<file path="src/cic_pkg.sv">
// Shared types and constants for the CIC decimator.
// No dependencies; every other file of the block depends on this package.
`default_nettype none

package cic_pkg;

    localparam int PHASE_WIDTH = 16;
    localparam int CNT_WIDTH   = $clog2(PHASE_WIDTH);
    localparam int OUT_WIDTH   = 32;
    localparam int NS_WIDTH    = 4;
    localparam int DD_WIDTH    = 2;
    localparam int CFG_IDX_W   = 2;
    localparam int CFG_DATA_W  = 16;

    localparam logic [DD_WIDTH-1:0] DELAY_ONE = 2'd1;

    typedef enum logic [CFG_IDX_W-1:0] {
        CFG_NUM_STAGES = 2'd0,
        CFG_DIFF_DELAY = 2'd1,
        CFG_DECIM_RATE = 2'd2
    } cic_cfg_idx_t;

    typedef struct packed {
        logic valid;
        logic emit;
    } cic_tok_t;

    typedef struct packed {
        logic busy;
        logic emit;
    } cic_phase_t;

endpackage

`default_nettype wire

</file>
<file path="src/cic_if.sv">
// Channel interfaces of the CIC decimator: input word, output word and
// configuration write channel. Depends on cic_pkg.
`default_nettype none

interface cic_in_if #(parameter int IN_WIDTH = 16) ();
    logic                       valid;
    logic                       ready;
    logic signed [IN_WIDTH-1:0] sample_in;
    modport source (output valid, output sample_in, input ready);
    modport sink (input valid, input sample_in, output ready);
endinterface

interface cic_out_if ();
    logic                                valid;
    logic                                ready;
    logic signed [cic_pkg::OUT_WIDTH-1:0] sample_out;
    modport source (output valid, output sample_out, input ready);
    modport sink (input valid, input sample_out, output ready);
endinterface

interface cic_cfg_if ();
    logic                               valid;
    logic                               ready;
    logic [cic_pkg::CFG_IDX_W-1:0]      index;
    logic [cic_pkg::CFG_DATA_W-1:0]     data;
    modport source (output valid, output index, output data, input ready);
    modport sink (input valid, input index, input data, output ready);
endinterface

`default_nettype wire

</file>
<file path="src/cic_decimator.sv">
// Top level of the CIC decimator: configuration registers, phase counter,
// a row of integrator/comb cells and the output register.
// Depends on cic_pkg, cic_if.sv, cic_cell and cic_phase.
//
// Usage: input words arrive on din, decimated words leave on dout, and the
// registers num_stages (index 0), diff_delay (1) and decim_rate (2) are
// written on cfg, which is always ready. Writes must be made only while
// idle; the block does not enforce it. One input word is taken every clock
// while din.ready is high. The word goes up the integrator row one cell per
// cycle; on an emitting word the last active cell turns it into the comb row,
// which comes back down one cell per cycle while the row is not held; the
// finished word is then registered for dout. A write to decim_rate starts
// a remainder pass over the phase, during which din.ready is low.
// Reset clears all accumulators and histories, loads num_stages = 4,
// diff_delay = 1 and decim_rate = 8, and makes the first input word emit.
// When dout is stalled with a word waiting, the row keeps running until a
// second finished word reaches the end of the comb row; then the whole row
// and din.ready hold until dout.ready returns.
`default_nettype none

module cic_decimator #(
    parameter int MAX_STAGES = 8,
    parameter int ACC_WIDTH  = 32,
    parameter int IN_WIDTH   = 16
) (
    input  wire logic clk,
    input  wire logic rst_n,
    cic_in_if.sink    din,
    cic_out_if.source dout,
    cic_cfg_if.sink   cfg
);
    import cic_pkg::*;

    localparam int NSE_WIDTH = $clog2(MAX_STAGES + 1);

    logic [NS_WIDTH-1:0]    num_stages_reg;
    logic [DD_WIDTH-1:0]    diff_delay_reg;
    logic [PHASE_WIDTH-1:0] decim_rate_reg;
    logic [NSE_WIDTH-1:0]   ns_eff;
    logic                   delay_one;
    logic                   cfg_wr;
    logic                   rate_wr;
    logic                   accept;
    logic                   en;
    cic_phase_t             ph;

    cic_tok_t               itok [MAX_STAGES+1];
    logic [ACC_WIDTH-1:0]   idata [MAX_STAGES+1];
    logic                   cvalid [MAX_STAGES+1];
    logic [ACC_WIDTH-1:0]   cdata [MAX_STAGES+1];
    logic [MAX_STAGES-1:0]  active_vec;
    logic [MAX_STAGES-1:0]  last_vec;

    logic                   out_valid_reg;
    logic [OUT_WIDTH-1:0]   out_data_reg;

    assign cfg.ready = 1'b1;
    assign cfg_wr    = cfg.valid && cfg.ready;
    assign rate_wr   = cfg_wr && (cfg.index == CFG_DECIM_RATE);

    always_ff @(posedge clk or negedge rst_n)
    begin
        if (!rst_n)
        begin
            num_stages_reg <= NS_WIDTH'(4);
            diff_delay_reg <= DELAY_ONE;
            decim_rate_reg <= PHASE_WIDTH'(8);
        end
        else if (cfg_wr)
        begin
            unique case (cfg.index)
                CFG_NUM_STAGES: num_stages_reg <= cfg.data[NS_WIDTH-1:0];
                CFG_DIFF_DELAY: diff_delay_reg <= cfg.data[DD_WIDTH-1:0];
                CFG_DECIM_RATE: decim_rate_reg <= cfg.data[PHASE_WIDTH-1:0];
                default:        ;
            endcase
        end
    end

    always_comb
    begin
        if (num_stages_reg == '0)
        begin
            ns_eff = NSE_WIDTH'(1);
        end
        else if (int'(num_stages_reg) > MAX_STAGES)
        begin
            ns_eff = NSE_WIDTH'(MAX_STAGES);
        end
        else
        begin
            ns_eff = NSE_WIDTH'(num_stages_reg);
        end
    end

    assign delay_one = (diff_delay_reg == DELAY_ONE);

    cic_phase u_phase (
        .clk     (clk),
        .rst_n   (rst_n),
        .accept  (accept),
        .rate_wr (rate_wr),
        .rate    (decim_rate_reg),
        .status  (ph)
    );

    assign en        = !(cvalid[0] && out_valid_reg && !dout.ready);
    assign din.ready = en && !ph.busy;
    assign accept    = din.valid && din.ready;

    assign itok[0].valid      = accept;
    assign itok[0].emit       = ph.emit;
    assign idata[0]           = ACC_WIDTH'($signed(din.sample_in[IN_WIDTH-1:0]));
    assign cvalid[MAX_STAGES] = 1'b0;
    assign cdata[MAX_STAGES]  = '0;

    for (genvar k = 0; k < MAX_STAGES; k++)
    begin : g_cell
        assign active_vec[k] = (NSE_WIDTH'(k) < ns_eff);
        assign last_vec[k]   = (NSE_WIDTH'(k + 1) == ns_eff);

        cic_cell #(
            .ACC_WIDTH (ACC_WIDTH)
        ) u_cell (
            .clk            (clk),
            .rst_n          (rst_n),
            .en             (en),
            .active         (active_vec[k]),
            .is_last        (last_vec[k]),
            .delay_one      (delay_one),
            .int_in_tok     (itok[k]),
            .int_in_data    (idata[k]),
            .int_out_tok    (itok[k+1]),
            .int_out_data   (idata[k+1]),
            .comb_in_valid  (cvalid[k+1]),
            .comb_in_data   (cdata[k+1]),
            .comb_out_valid (cvalid[k]),
            .comb_out_data  (cdata[k])
        );
    end

    always_ff @(posedge clk or negedge rst_n)
    begin
        if (!rst_n)
        begin
            out_valid_reg <= 1'b0;
        end
        else if (en && cvalid[0])
        begin
            out_valid_reg <= 1'b1;
        end
        else if (dout.ready)
        begin
            out_valid_reg <= 1'b0;
        end
    end

    always_ff @(posedge clk)
    begin
        if (en && cvalid[0])
        begin
            out_data_reg <= OUT_WIDTH'(cdata[0]);
        end
    end

    assign dout.valid      = out_valid_reg;
    assign dout.sample_out = out_data_reg;

    a_busy_blocks_input: assert property (@(posedge clk) disable iff (!rst_n)
        ph.busy |-> !din.ready)
        else $error("input accepted during phase renormalization");

    a_rate_write_starts_pass: assert property (@(posedge clk) disable iff (!rst_n)
        rate_wr |=> ph.busy)
        else $error("rate write did not start the remainder pass");

    a_stall_holds_result: assert property (@(posedge clk) disable iff (!rst_n)
        (cvalid[0] && !en) |=> cvalid[0])
        else $error("finished word lost while the output was stalled");

    a_one_turnaround_cell: assert property (@(posedge clk) disable iff (!rst_n)
        $onehot(last_vec))
        else $error("not exactly one cell turns the row around");

endmodule

`default_nettype wire

</file>
<file path="src/cic_cell.sv">
// One stage of the filter: an integrator and its matching comb.
// Depends on cic_pkg for the token type.
`default_nettype none

module cic_cell #(
    parameter int ACC_WIDTH = 32
) (
    input  wire logic                  clk,
    input  wire logic                  rst_n,
    input  wire logic                  en,
    input  wire logic                  active,
    input  wire logic                  is_last,
    input  wire logic                  delay_one,
    input  wire cic_pkg::cic_tok_t     int_in_tok,
    input  wire logic [ACC_WIDTH-1:0]  int_in_data,
    output cic_pkg::cic_tok_t          int_out_tok,
    output logic [ACC_WIDTH-1:0]       int_out_data,
    input  wire logic                  comb_in_valid,
    input  wire logic [ACC_WIDTH-1:0]  comb_in_data,
    output logic                       comb_out_valid,
    output logic [ACC_WIDTH-1:0]       comb_out_data
);
    import cic_pkg::*;

    logic [ACC_WIDTH-1:0] acc_reg;
    cic_tok_t             itok_reg;
    logic [ACC_WIDTH-1:0] hist1_reg;
    logic [ACC_WIDTH-1:0] hist2_reg;
    logic                 cvalid_reg;
    logic [ACC_WIDTH-1:0] cdata_reg;
    logic                 c_valid;
    logic [ACC_WIDTH-1:0] c_data;
    logic                 int_take;

    assign int_take = int_in_tok.valid && active;
    assign c_valid  = is_last ? (itok_reg.valid && itok_reg.emit) : comb_in_valid;
    assign c_data   = is_last ? acc_reg : comb_in_data;

    always_ff @(posedge clk or negedge rst_n)
    begin
        if (!rst_n)
        begin
            acc_reg    <= '0;
            itok_reg   <= '0;
            hist1_reg  <= '0;
            hist2_reg  <= '0;
            cvalid_reg <= 1'b0;
        end
        else if (en)
        begin
            itok_reg.valid <= int_take;
            itok_reg.emit  <= int_in_tok.emit;
            if (int_take)
            begin
                acc_reg <= acc_reg + int_in_data;
            end
            cvalid_reg <= c_valid && active;
            if (c_valid && active)
            begin
                hist1_reg <= c_data;
                hist2_reg <= hist1_reg;
            end
        end
    end

    always_ff @(posedge clk)
    begin
        if (en && c_valid && active)
        begin
            cdata_reg <= c_data - (delay_one ? hist1_reg : hist2_reg);
        end
    end

    assign int_out_tok    = itok_reg;
    assign int_out_data   = acc_reg;
    assign comb_out_valid = cvalid_reg;
    assign comb_out_data  = cdata_reg;

endmodule

`default_nettype wire

</file>
<file path="src/cic_phase.sv">
// Decimation phase counter with a bit-serial remainder unit that
// renormalizes the phase after the ratio is rewritten. Depends on cic_pkg.
`default_nettype none

module cic_phase (
    input  wire logic                            clk,
    input  wire logic                            rst_n,
    input  wire logic                            accept,
    input  wire logic                            rate_wr,
    input  wire logic [cic_pkg::PHASE_WIDTH-1:0] rate,
    output cic_pkg::cic_phase_t                  status
);
    import cic_pkg::*;

    logic [PHASE_WIDTH-1:0] rate_eff;
    logic [PHASE_WIDTH-1:0] phase_reg;
    logic [PHASE_WIDTH-1:0] pnext_reg;
    logic [PHASE_WIDTH-1:0] pnext_inc;
    logic                   busy_reg;
    logic [CNT_WIDTH-1:0]   cnt_reg;
    logic [PHASE_WIDTH-1:0] dvd_reg;
    logic [PHASE_WIDTH-1:0] rem_reg;
    logic [PHASE_WIDTH:0]   trial;
    logic [PHASE_WIDTH:0]   diff;
    logic [PHASE_WIDTH-1:0] rem_next;

    assign rate_eff  = (rate == '0) ? PHASE_WIDTH'(1) : rate;
    assign pnext_inc = pnext_reg + PHASE_WIDTH'(1);
    assign trial     = {rem_reg, dvd_reg[PHASE_WIDTH-1]};
    assign diff      = trial - {1'b0, rate_eff};
    assign rem_next  = (trial >= {1'b0, rate_eff}) ? diff[PHASE_WIDTH-1:0]
                                                   : trial[PHASE_WIDTH-1:0];

    always_ff @(posedge clk or negedge rst_n)
    begin
        if (!rst_n)
        begin
            phase_reg <= '1;
            pnext_reg <= '0;
            busy_reg  <= 1'b0;
            cnt_reg   <= '0;
            dvd_reg   <= '0;
            rem_reg   <= '0;
        end
        else if (rate_wr)
        begin
            busy_reg <= 1'b1;
            cnt_reg  <= '0;
            dvd_reg  <= phase_reg + PHASE_WIDTH'(1);
            rem_reg  <= '0;
        end
        else if (busy_reg)
        begin
            rem_reg <= rem_next;
            dvd_reg <= dvd_reg << 1;
            cnt_reg <= cnt_reg + CNT_WIDTH'(1);
            if (cnt_reg == CNT_WIDTH'(PHASE_WIDTH - 1))
            begin
                busy_reg  <= 1'b0;
                pnext_reg <= rem_next;
            end
        end
        else if (accept)
        begin
            phase_reg <= pnext_reg;
            pnext_reg <= (pnext_inc == rate_eff) ? '0 : pnext_inc;
        end
    end

    assign status.busy = busy_reg;
    assign status.emit = (pnext_reg == '0);

endmodule

`default_nettype wire
</file>
<file path="src/flat_wrapper.sv">
// flat-port wrapper written by rule: the top's interface ports become plain ports
module cic_decimator_flat import cic_pkg::*;
#(
    parameter int MAX_STAGES = 8,
    parameter int ACC_WIDTH  = 32,
    parameter int IN_WIDTH   = 16
)
  (clk, rst_n, din_valid, din_sample_in, din_ready, dout_valid, dout_sample_out, dout_ready, cfg_valid, cfg_index, cfg_data, cfg_ready);
  cic_in_if #(.IN_WIDTH(IN_WIDTH)) din_i ();
  cic_out_if dout_i ();
  cic_cfg_if cfg_i ();
  input  wire logic clk;
  input  wire logic rst_n;
  input wire logic [$bits(din_i.valid)-1:0] din_valid;
  input wire logic [$bits(din_i.sample_in)-1:0] din_sample_in;
  output wire logic [$bits(din_i.ready)-1:0] din_ready;
  output wire logic [$bits(dout_i.valid)-1:0] dout_valid;
  output wire logic [$bits(dout_i.sample_out)-1:0] dout_sample_out;
  input wire logic [$bits(dout_i.ready)-1:0] dout_ready;
  input wire logic [$bits(cfg_i.valid)-1:0] cfg_valid;
  input wire logic [$bits(cfg_i.index)-1:0] cfg_index;
  input wire logic [$bits(cfg_i.data)-1:0] cfg_data;
  output wire logic [$bits(cfg_i.ready)-1:0] cfg_ready;
  assign din_i.valid = din_valid;
  assign din_i.sample_in = din_sample_in;
  assign din_ready = din_i.ready;
  assign dout_valid = dout_i.valid;
  assign dout_sample_out = dout_i.sample_out;
  assign dout_i.ready = dout_ready;
  assign cfg_i.valid = cfg_valid;
  assign cfg_i.index = cfg_index;
  assign cfg_i.data = cfg_data;
  assign cfg_ready = cfg_i.ready;
  cic_decimator #(.MAX_STAGES(MAX_STAGES), .ACC_WIDTH(ACC_WIDTH), .IN_WIDTH(IN_WIDTH)) u_core (.clk(clk), .rst_n(rst_n), .din(din_i), .dout(dout_i), .cfg(cfg_i));
endmodule
</file>
<file path="config.mk">
export PLATFORM = sky130hd
export DESIGN_NAME = cic_decimator_flat
export DESIGN_NICKNAME = d
export VERILOG_FILES = /design/src/cic_pkg.sv /design/src/cic_if.sv /design/src/cic_decimator.sv /design/src/cic_cell.sv /design/src/cic_phase.sv /design/src/flat_wrapper.sv
export SDC_FILE = /design/constraint.sdc
export NUM_CORES = 2
export LEC_CHECK = 0
export BUFFER_PORTS_ARGS = -buffer_cell sky130_fd_sc_hd__buf_2
export CAP_MARGIN = 40
export CORE_AREA = 2 2 357 359
export CTS_BUF_LIST = sky130_fd_sc_hd__clkbuf_4 sky130_fd_sc_hd__clkbuf_8
export CTS_CLUSTER_SIZE = 25
export DETAILED_ROUTE_END_ITERATION = 6
export DIE_AREA = 0 0 359 361
export PLACE_DENSITY = 0.76
export SKIP_CTS_REPAIR_TIMING = 1
export SYNTH_ARGS = -nofsm -noshare
export SYNTH_HDL_FRONTEND = slang
export SYNTH_HIERARCHICAL = 1
export SYNTH_SLANG_ARGS = --single-unit
export TNS_END_PERCENT = 50
</file>
<file path="constraint.sdc">
create_clock -name clk -period 10.13 [get_ports clk]
set_input_delay 0.5065 -clock clk [delete_from_list [all_inputs] [get_ports clk]]
set_output_delay 0.5065 -clock clk [all_outputs]
set_load 0.05 [all_outputs]
</file>
==> key figures <==
Worst hold path
  – Class of the worst hold path: primary input to register

Clocking
  – H-tree levels: 4
  – CTS tree: built
  – Clock Path Buffers: 3
  – CTS buffer count: 200
  – Clock sinks: between 1,000 and 1,500
  – Clock-pin slew on the worst setup and hold paths: 0.06 ns
  – Clk Latency, worst-skew pair: 0.93 ns
  – CTS root buf: clkbuf_8

Timing
  – Slew Viols, Final: 0
  – Least-Margin Pin Slew: roughly 1.1 ns
  – Fin Setup TNS: 0 ns
  – Final Worst Setup Slack: 5.14 ns
  – Skew final: 0.0598 ns
  – Fin crit period: 4.99 ns
  – Final Cycle Share: 49.2%
  – RSZ-0062 raised after global routing: false
  – Hold violation count in the final report: 0
  – Endpoints failing setup: 0
  – F_max: 201 MHz
  – Worst relative slew slack: ~28%

Logic synthesis
  – Post-Synth Adder-Cell Area: 9.05%
  – Post-synthesis compound-gate area fraction: 16.1%
  – Ys Warns: 6
  – Synthesized flop and latch total: around 1,200
  – Post-synthesis simple-gate area fraction: 9.34%
  – Unique masters post-synth: 106
  – Xor and xnor area share after synthesis: 5.90%
  – Post-synthesis sequential area ratio: around two fifths
  – Avg Inst Size Synth: 10.5 um^2
  – Gate Count Post-Synth: 7,139
  – Mux share of post-synthesis cell area: between 10% and 20%
  – Post-synth EDFFs: 288
  – Top_reg_cell synth: dfrtp_1
  – Largest family of logic cells by synthesized area: multiplexers
  – Async set or reset register ratio after synthesis: 75.4%
  – Synthesized area: 0.0751 mm^2

Status
  – Status: finished, final reports clean

Floorplan
  – Rows: 130
  – Die Wd: around 360 um
  – Area of the die: between 0.1 and 0.15 mm^2
  – Die H: around 360 um
  – I/O pins: 74
  – Core area: 0.125 mm^2
  – Initial Util: 59.9%

GRT
  – Grt ovf: 0
  – Total GRT Usage: 29.0%
  – Largest net degree at the start of global routing: 157
  – First-pass GRT wire length: 302,000 um
  – Vias in the first global route: 54,589
  – Antenna violations before repair: 7

Drt
  – DRC viols: 0
  – DRT Wirelength: slightly below 200,000 um
  – DRT Pass-1 Iters: 5
  – Wire per inst: between 20 and 25 um
  – DRT antenna net count: 0
  – Via Count: 56,459
  – Initial DRC count: 4,804
  – Via density: 6.25

Place
  – Dpl hpwl: 143,000 um
  – Setup WS pre-CTS: 5.32 ns
  – Global placer's final weighted congestion: 0.919
  – Buffers added on ports: between 70 and 80

Setup path
  – WP data required: approximately 11 ns
  – Kind of critical path: register to register
  – CP max FO: between 90 and 100
  – CP Capture Type: register
  – Startpoint Class: register
  – Crit path DAT: between 5 and 6 ns

Final layout
  – Final net count: 7,779
  – Final core occ: 65.1%
  – Area growth syn-to-layout: 8.68%
  – Multi-input logic area: 0.0427 mm^2
  – Filler Cell Count: 9,802
  – Share of layout cells above drive strength 1: approximately a fifth
  – Register area: roughly 0.031 mm^2

Pwr
  – Pwr Total: 22.8 mW
  – Lkg Pwr: 36.5 nW
  – PD cells: roughly 280 mW/mm^2
  – Worst VDD drop: 190 uV

Run
  – Max-cap violation count: 0
[through the flow]
| step | hold slack [ns] | cell area, um^2 | cells |
|---|---|---|---|
| floorplan | 0.211 | 75200 | 7174 |
| global placement | 0.402 | 77000 | 8627 |
| detailed placement | 0.405 | 77200 | 8637 |
| CTS | -0.498 | 81400 | 9013 |
| global route | 0.00941 | 81600 | 9033 |
| finish | 0.0315 | 81600 | 9036 |
[cells in the mapped netlist, types with 246 or more instances]
library cell,instances,area [um^2]
xnor2_1,286,2500
a21oi_1,564,2820
o21ai_0,423,2120
a21o_1,263,1970
dfrtp_1,865,21600
mux2i_1,304,3040
edfxtp_1,288,8650
nor2_1,253,950
nand2_1,602,2260
mux2_2,791,8910
ha_1,516,6460
clkbuf_1,246,923
[path summary, 6_finish.rpt]
check                                                                    from  depth (start not counted)  slack (ns)                                                   to
hold / removal                                               din_sample_in[1]                          4        0.03  u_core/g_cell[0].u_cell/int_out_data[1]$_DFFE_PN0P_
setup reg to reg                         u_core/diff_delay_reg[0]$_DFFE_PN1P_                         13        5.14  u_core/g_cell[7].u_cell/comb_out_data[30]$_DFFE_PP_
setup / recovery                         u_core/diff_delay_reg[0]$_DFFE_PN1P_                         13        5.14  u_core/g_cell[7].u_cell/comb_out_data[30]$_DFFE_PP_
max in group asynchronous                                               rst_n                          4        7.88    u_core/g_cell[7].u_cell/hist1_reg[21]$_DFFE_PN0P_
hold reg to reg            u_core/g_cell[0].u_cell/comb_out_data[6]$_DFFE_PP_                          0        0.42                  u_core/dout.sample_out[6]$_DFFE_PP_
min in group asynchronous                                               rst_n                          2        0.14    u_core/g_cell[0].u_cell/hist1_reg[26]$_DFFE_PN0P_
[critical path, cell delays in order (launching register included)]
cell       delay (ns)
dfstp_2          0.54
nor2b_4          0.46
buf_12           0.49
mux2_2           0.42
ha_1             0.21
fa_1             0.43
nor2b_1          0.23
o2111ai_1        0.18
a211o_1          0.37
a31oi_1          0.41
a211oi_1         0.21
o31ai_1          0.27
a21oi_1          0.11
xnor2_1          0.13
[logic make-up (layout without fill, tap and decap cells)]
family                   count (synthesis)  in the layout
multiplexers                          1104           1104
buffers and inverters                  487            694
AO/OA/AOI/OAI                         1853           1853
AND/OR/NAND/NOR                       1483           1483
flip-flops                            1172           1172
other                                    2             42
XOR/XNOR                               505            505
adder cells (fa/ha/maj)                533            533
[area by class of cell]
cell class	count	share of cell area, %
sequential	1172	37.7
clock buffer	294	4.48
tap	1650	2.53
timing repair buffer	146	1.46
multi-input combinational	5515	52.3
clock inverter	82	0.670
inverter	172	0.791
antenna	5	0.0153
[where the power goes]
group	internal, mW	total, mW	switching (mW)	leakage, nW
Sequential	6.44	7.66	1.22	14.2
Combinational	4.61	10.6	6.03	20.1
Clock	2.47	4.47	2.00	2.24
Total	13.5	22.8	9.25	36.5
[layout by cell type, fill, tap and decap left out, drive strengths merged, types with 21 or more instances in the layout]
cell type / Yosys / layout
dfrtp: 865 / 865
mux2: 800 / 800
nand2: 606 / 606
a21oi: 569 / 569
ha: 516 / 516
o21ai: 455 / 455
mux2i: 304 / 304
clkbuf: 255 / 294
edfxtp: 288 / 288
xnor2: 287 / 287
a21o: 264 / 264
nor2: 253 / 253
xor2: 218 / 218
nand3: 177 / 177
inv: 172 / 174
buf: 60 / 128
nand4: 85 / 85
nor3: 78 / 78
o21a: 74 / 74
nor2b: 74 / 74
clkinv: 0 / 70
a31oi: 64 / 64
o21bai: 48 / 48
a211oi: 44 / 44
and3: 42 / 42
nand2b: 41 / 41
conb: 2 / 37
o211ai: 37 / 37
o31ai: 29 / 29
nor4: 24 / 24
a21boi: 22 / 22
a221oi: 22 / 22
a211o: 21 / 21
[metal layers]
| metal | GRT usage (%) | up-vias | wire, um |
|---|---|---|---|
| met5 | 0 | - | 34 |
| met4 | 9.82 | 6 | 6010 |
| met3 | 3.81 | 347 | 10900 |
| met2 | 45.4 | 1723 | 86200 |
| met1 | 41.7 | 27794 | 89000 |
| li1 | - | 26589 | - |
Power figures use the tool's default switching activity.
